## src/rtl/voc_pkg.sv

```systemverilog
package voc_pkg;

  // Cells along each side of the chunk.
  localparam int EDGE = 16;
  localparam int CELLS = EDGE * EDGE * EDGE;
  localparam int ADDR_W = $clog2(CELLS);

  // Field widths.
  localparam int COORD_W = 4;
  localparam int NB_W = COORD_W + 1;
  localparam int KIND_W = 8;
  localparam int ORIGIN_W = 21;
  localparam int WORLD_W = 25;

  // Face neighbors and the resulting count width.
  localparam int NUM_FACES = 6;
  localparam int COUNT_W = $clog2(NUM_FACES + 1);

  // Configuration register indexes.
  localparam int CFG_IDX_W = 2;
  localparam logic [CFG_IDX_W-1:0] CFG_ORIGIN_X = 2'd0;
  localparam logic [CFG_IDX_W-1:0] CFG_ORIGIN_Y = 2'd1;
  localparam logic [CFG_IDX_W-1:0] CFG_ORIGIN_Z = 2'd2;

  // Request codes.
  localparam logic REQ_WRITE = 1'b0;
  localparam logic REQ_CLASSIFY = 1'b1;

  // Read sequence of one classify: the cell itself, then its six faces.
  typedef enum logic [2:0] {
    STEP_CENTER,
    STEP_XP,
    STEP_YP,
    STEP_ZP,
    STEP_XM,
    STEP_YM,
    STEP_ZM
  } step_t;

  // Grid address of one read and whether that cell lies inside the chunk.
  typedef struct packed {
    logic              ok;
    logic [ADDR_W-1:0] addr;
  } nbr_t;

  function automatic logic in_grid(input logic [NB_W-1:0] x, input logic [NB_W-1:0] y,
                                   input logic [NB_W-1:0] z);
    return (int'(x) < EDGE) && (int'(y) < EDGE) && (int'(z) < EDGE);
  endfunction

  function automatic logic [ADDR_W-1:0] cell_addr(input logic [NB_W-1:0] x,
                                                  input logic [NB_W-1:0] y,
                                                  input logic [NB_W-1:0] z);
    return ADDR_W'((int'(z) * EDGE + int'(y)) * EDGE + int'(x));
  endfunction

  // Origin in chunk units scaled to cells, plus the local offset, wrapped to 25 bits.
  function automatic logic [WORLD_W-1:0] world_coord(input logic [ORIGIN_W-1:0] origin,
                                                     input logic [COORD_W-1:0] local_c);
    logic signed [31:0] scaled;
    scaled = 32'($signed(origin)) * EDGE;
    return WORLD_W'(scaled + $signed({28'd0, local_c}));
  endfunction

endpackage

```

## src/rtl/voc_nbr.sv

```systemverilog
module voc_nbr (
  input  logic [voc_pkg::COORD_W-1:0] cx,
  input  logic [voc_pkg::COORD_W-1:0] cy,
  input  logic [voc_pkg::COORD_W-1:0] cz,
  input  voc_pkg::step_t              step,
  output voc_pkg::nbr_t               nbr
);
  import voc_pkg::*;

  logic [NB_W-1:0] x0;
  logic [NB_W-1:0] y0;
  logic [NB_W-1:0] z0;
  logic [NB_W-1:0] nx;
  logic [NB_W-1:0] ny;
  logic [NB_W-1:0] nz;
  logic            low_ok;

  assign x0 = {1'b0, cx};
  assign y0 = {1'b0, cy};
  assign z0 = {1'b0, cz};

  // Offset the center by one along the axis of this step. A step toward
  // the low side is only legal when the coordinate is above zero.
  always_comb begin
    nx = x0;
    ny = y0;
    nz = z0;
    low_ok = 1'b1;
    unique case (step)
      STEP_CENTER: ;
      STEP_XP: nx = x0 + NB_W'(1);
      STEP_YP: ny = y0 + NB_W'(1);
      STEP_ZP: nz = z0 + NB_W'(1);
      STEP_XM: begin
        nx = x0 - NB_W'(1);
        low_ok = (cx != '0);
      end
      STEP_YM: begin
        ny = y0 - NB_W'(1);
        low_ok = (cy != '0);
      end
      STEP_ZM: begin
        nz = z0 - NB_W'(1);
        low_ok = (cz != '0);
      end
      default: low_ok = 1'b0;
    endcase
  end

  assign nbr.ok = low_ok && in_grid(nx, ny, nz);
  assign nbr.addr = cell_addr(nx, ny, nz);

endmodule

```

## config.mk

```make
export PLATFORM = sky130hd
export DESIGN_NAME = voc_nbr
export DESIGN_NICKNAME = d
export VERILOG_FILES = /design/src/rtl/voc_pkg.sv /design/src/rtl/voc_nbr.sv
export SDC_FILE = /design/constraint.sdc
export NUM_CORES = 1
export LEC_CHECK = 0
export BUFFER_PORTS_ARGS = -buffer_cell sky130_fd_sc_hd__buf_4
export CORE_MARGIN = 5
export CORE_UTILIZATION = 55
export DETAILED_ROUTE_END_ITERATION = 6
export PLACE_DENSITY = 0.85
export SETUP_SLACK_MARGIN = 0.02
export SKIP_LAST_GASP = 1
export SLEW_MARGIN = 5
export SYNTH_ARGS = -nofsm -noshare
export SYNTH_HDL_FRONTEND = slang
export SYNTH_SLANG_ARGS = --single-unit
```

## constraint.sdc

```tcl
create_clock -name vclk -period 7.6
set_input_delay 2.28 -clock vclk [all_inputs]
set_output_delay 2.28 -clock vclk [all_outputs]
set_load 0.03 [all_outputs]
```

==> results of run 1 <==
==> per-stage QoR <==
step	util (%)	cells	cell area [um2]	setup WS (ns)
2_1_floorplan	-	113	895	0.0321
3_3_place_gp	71.9	152	1100	0.199
4_1_cts	71.9	152	1100	0.106
3_5_place_dp	71.9	152	1100	0.114
5_1_grt	72.2	152	1100	0.0614
6_report	72.2	152	1100	0.293
==> worst max-delay path: stages <==
cell and delay [ns]:
buf_4 0.17, and3b_1 0.25, xor2_1 0.16, ha_1 0.21, nor2_1 0.08, nor2_1 0.09, mux2i_1 0.07, o21ai_1 0.23
ha_1 0.25, ha_1 0.22, or4bb_1 0.41, nand3_1 0.15, nand4_1 0.13, xor2_1 0.16, buf_4 0.17
==> final cells by class <==
class	instances	area, um2
fillers	129	423
multi-input cells	107	863
well taps	16	20.0
repair buffers	29	218
==> power by group <==
part           total, mW  internal, mW  switching, mW
sequential             0             0              0
combinational     0.0912        0.0397         0.0515
clock                  0             0              0
total             0.0912        0.0397         0.0515
==> cells in the final DEF (no fill, tap or decap), types with 4 or more instances in the layout <==
cell type  instances
a21oi_1            6
buf_4             29
ha_1              11
nand2_1            5
nand3_1            7
nor2_1             9
o21ai_0            4
xnor2_1            9
xor2_1             7
==> per-layer routing <==
metal  up-vias  global-route usage [%]
met3         0                   0.888
li1        471                       -
met2        17                    31.6
met4         0                       0
met5         -                       0
met1       419                    20.0
==> kinds of logic after synthesis <==
logic type	after synthesis	synth area share [%]
AO/OA/AOI/OAI	24	18.9
multiplexers	5	6.06
adder cells (fa/ha/maj)	13	20.0
buffers and inverters	6	4.09
XOR/XNOR	18	19.5
AND/OR/NAND/NOR	47	31.5
==> worst paths after layout <==
check,startpoint,to,slack [ns],depth (start not counted)
max,step[1],nbr[11],0.29,15
min,cx[0],nbr[0],4.90,3
==> repair_timing <==
action                                  4_1_cts  5_1_grt
hold buffers                                  0        0
endpoints found under the setup margin        0        5
gates resized for setup                       0        2
hold endpoints to repair                      0        0
==> results.cfg, run 1 <==
[timing]
period_needed_ns = 7.31
relSlewSlack_pct = 67.9
finalSetupTns_ns = 0
setup-violations-final = 0
timing.fmax_ghz = 0.137
rsz0062_at_grt = false
whs_ns = 4.90
post-route-period-util_pct = 96.1
finalHoldViolations = 0
worst_pin_slew_ns = 0.480
maxSlewViolCount = 0

[placement]
place.gp.congestion = 0.829
portBuffers = 28
hpwl_um = 1790

[detailed_routing]
route.met3.wl_um = 84
wl_met1_um = 934
drtIter0Drc = 19
detail-route-antenna-nets = 0
vias = 907
drc_errors = 0
route.met2.wl_um = 1100
wl_um = 2120
viasPerCell = 5.97
avgRoutedWirePerCell_um = 13.9
firstDrtPassIters = 4
highest_layer = met3

[setup_path]
crit_path_max_fanout = 18
cp-start-kind = primary input
end_kind = primary output
cp.arrival_ns = 5.03
cp.required_ns = 5.32
crit_type = in -> out

[final_layout]
syn_to_final_growth_pct = 24.1
drive_gt1_share_pct = 27.9
fin_nets = 166
clkbuf_count = 0
antenna_cells = 0
design.seq.count = 0
regArea_um2 = 0

[run_status]
status = completed

[grt]
overflow = 0
grt_pass1_vias = 847
grt_pass1_wl_um = 3460
antenna_found_initial = 0
grt_use_total_pct = 16.1
grt_max_degree = 19

[logic_synthesis]
synthesis.area_um2 = 887
avgSynthCellArea_um2 = 7.85
synth.distinct_cells = 43
synth_most_common_cell = ha_1
yosys_warnings = 0
synth.area.top_cells = ha_1 16%, xnor2_1 9.9%, xor2_1 6.9%, fa_1 4.5%, nand3_1 3.9%
syn_inst = 113
synth_fp_nets = 141
synthTopCellsByCount = 11 x ha_1, 10 x xnor2_1, 9 x nor2_1
ys_seq_area_share_pct = 0
synth_top_area_share_pct = 15.5
synth_top_area_cell = ha_1

[floorplanning]
rows = 14
die_height_um = 50.2
core_region_area_um2 = 1520
fp.dieW_um = 50.2
start_util_pct = 58.2
boundaryPins = 28
die-area_um2 = 2520

[power_and_ir_drop]
irDropWorstVdd_mv = 0.0471
power_density_nw_per_um2 = 82.8
power.leakage_nw = 0.513
total_power_mw = 0.0912

[cts]
cts_setup_buffers = 0

[worst_hold_path]
hold_class = in -> out

[run]
drv_cap = 0
(Power assumes the default switching activity.)
==> inputs of run 2 (changes only) <==
- ABC_AREA: not set -> 1
- GPL_ROUTABILITY_DRIVEN: not set -> 0
==> results.cfg, run 2 <==
[logic_synthesis]
synth_fp_nets = 185
synth_compound_area_share_pct = 8.66
synth.distinct_cells = 27
synth_top_area_cell = nand2_1
synth.area.top_cells = nand2_1 17%, ha_1 15%, nand3_1 10%, inv_1 10%, nand3_2 6.5%
synth_top_area_share_pct = 16.6
synth_mux_area_share_pct = 1.22
synthAdderAreaFrac_pct = 19.2
yosys.area_share.simple_pct = 51.0
synthesis.area_um2 = 925
avgSynthCellArea_um2 = 5.89
synthTopCellsByCount = 41 x nand2_1, 25 x inv_1, 19 x nand3_1
syn_inst = 157
synth_top_family_by_area = simple AND/OR/NAND/NOR gates
synth-xor-area-share_pct = 8.53
synth_most_common_cell = nand2_1
ys_seq_area_share_pct = 0
yosys_warnings = 0

[power_and_ir_drop]
power_density_nw_per_um2 = 85.9
pwr-share-seq_pct = 0
power.leakage_nw = 0.684
comb_power_share_pct = 100.0
power_frac_clock_pct = 0
p_sw_mw = 0.0615
intPower_mw = 0.0376
p_sw_share_pct = 62.0
irDropWorstVdd_mv = 0.0647

[final_layout]
final_util_pct = 74.1
final_cell_area_um2 = 1150
final.fill_count = 138
mostFrequentLayoutCells = 41 x nand2_1, 28 x buf_4, 25 x inv_1, 19 x nand3_1, 11 x ha_1
drive_gt1_share_pct = 26.5
fin_nets = 215
final_common_cell = nand2_1
clkbuf_count = 0
regArea_um2 = 0
syn_to_final_growth_pct = 24.9
antenna_cells = 0
design.seq.count = 0

[timing]
whs_ns = 4.90
finalHoldViolations = 0
worst_slack_ns = 0.682
period_needed_ns = 6.92
maxSlewViolCount = 0
rsz0062_at_grt = false
timing.fmax_ghz = 0.145
setup-violations-final = 0
finalSetupTns_ns = 0
relSlewSlack_pct = 80.9
worst_pin_slew_ns = 0.285
post-route-period-util_pct = 91.0

[floorplanning]
rows = 14
die_height_um = 51
fp.dieW_um = 51
boundaryPins = 28
die-area_um2 = 2600
start_util_pct = 59.3
core_region_area_um2 = 1560

[placement]
hpwl_um = 1980
placed_cell_area_um2 = 1150
portBuffers = 28
dpl_worst_slack_ns = 0.670

[grt]
grt_pass1_vias = 1009
antenna_found_initial = 0
grt_max_degree = 10
grt_use_total_pct = 18.5
grt_pass1_wl_um = 4000
overflow = 0

[detailed_routing]
detail-route-antenna-nets = 0
avgRoutedWirePerCell_um = 11.1
wl_um = 2230
firstDrtPassIters = 4
vias = 1093
drtIter0Drc = 19
drc_errors = 0
viasPerCell = 5.44

[setup_path]
cp.required_ns = 5.32
end_kind = primary output
cp-startpoint = step[0]
crit_type = in -> out
cp-start-kind = primary input
cp.arrival_ns = 4.64
crit_path_max_fanout = 6
endpoint = nbr[10]

[run]
drv_cap = 0

[cts]
cts_resized = 0
hold_buffers = 0
cts_setup_buffers = 0

[run_status]
status = completed

[worst_hold_path]
hold_class = in -> out
==> run 2: cell count changes after synthesis, sizes merged, moves of 3 or more <==
cell,previous run,this run
nand2,5,48
inv,0,28
nand3,7,25
xnor2,10,3
nor3b,5,0
buf,4,0
a21o,3,0
nor2b,3,0
==> run 2: worst min path at each step <==
stage	start	endpoint	slack, ns	depth (start not counted)
after global placement	cx[0]	nbr[0]	4.90	3
after CTS	cx[0]	nbr[0]	4.90	3
after floorplan	cx[0]	nbr[0]	4.74	1
final	cx[0]	nbr[0]	4.90	3
after detailed placement	cx[0]	nbr[0]	4.90	3
after global routing	cx[0]	nbr[0]	4.92	3
==> run 2: cell type report <==
| cell class | count | area [um2] | area share (%) |
|---|---|---|---|
| Inverter | 28 | 105 | 9.10 |
| Multi-Input combinational cell | 129 | 820 | 71.0 |
| Tap cell | 16 | 20.0 | 1.73 |
| Timing Repair Buffer | 28 | 210 | 18.2 |
==> run 2: metal layers <==
metal | track usage [%] | share of wire (%) | vias up
li1 | - | - | 576
met1 | 23.6 | 44 | 484
met2 | 36.1 | 51 | 33
met3 | 0.872 | 5.7 | 0
met4 | 0 | 0 | 0
met5 | 0 | 0 | -
==> run 2: power by group through the flow <==
stage | clock (mW) | combinational, mW | sequential [mW]
2_1_floorplan | 0 | 0.0671 | 0
3_3_place_gp | 0 | 0.0976 | 0
3_5_place_dp | 0 | 0.0994 | 0
4_1_cts | 0 | 0.0998 | 0
5_1_grt | 0 | 0.110 | 0
6_report | 0 | 0.0992 | 0
==> run 2: metrics by stage <==
| stage | instances | total power [mW] |
|---|---|---|
| after floorplan | 157 | 0.0671 |
| after global placement | 201 | 0.0976 |
| after detailed placement | 201 | 0.0994 |
| after CTS | 201 | 0.0998 |
| after global routing | 201 | 0.110 |
| final | 201 | 0.0992 |
==> run 2: kinds of logic (layout without fill, tap and decap cells) <==
group	count (synthesis)	after routing
muxes	1	1
and+or+nand+nor	92	92
AOI/OAI and AO/OA	14	14
adders and majority gates	13	13
xor gates and xnor gates	9	9
buffers and inverters	28	56
==> run 2: critical path, stage by stage <==
cell and delay (ns):
buf_4 0.12, inv_1 0.08, nand3_1 0.15, inv_1 0.12
fa_1 0.42, nand2_1 0.09, nand2_1 0.04, a21oi_1 0.17
nand2_1 0.07, nand2_1 0.08, inv_1 0.05, ha_1 0.20
ha_1 0.19, and3_2 0.23, nand3_1 0.08, nand2_1 0.05
nand2_1 0.05, buf_4 0.15
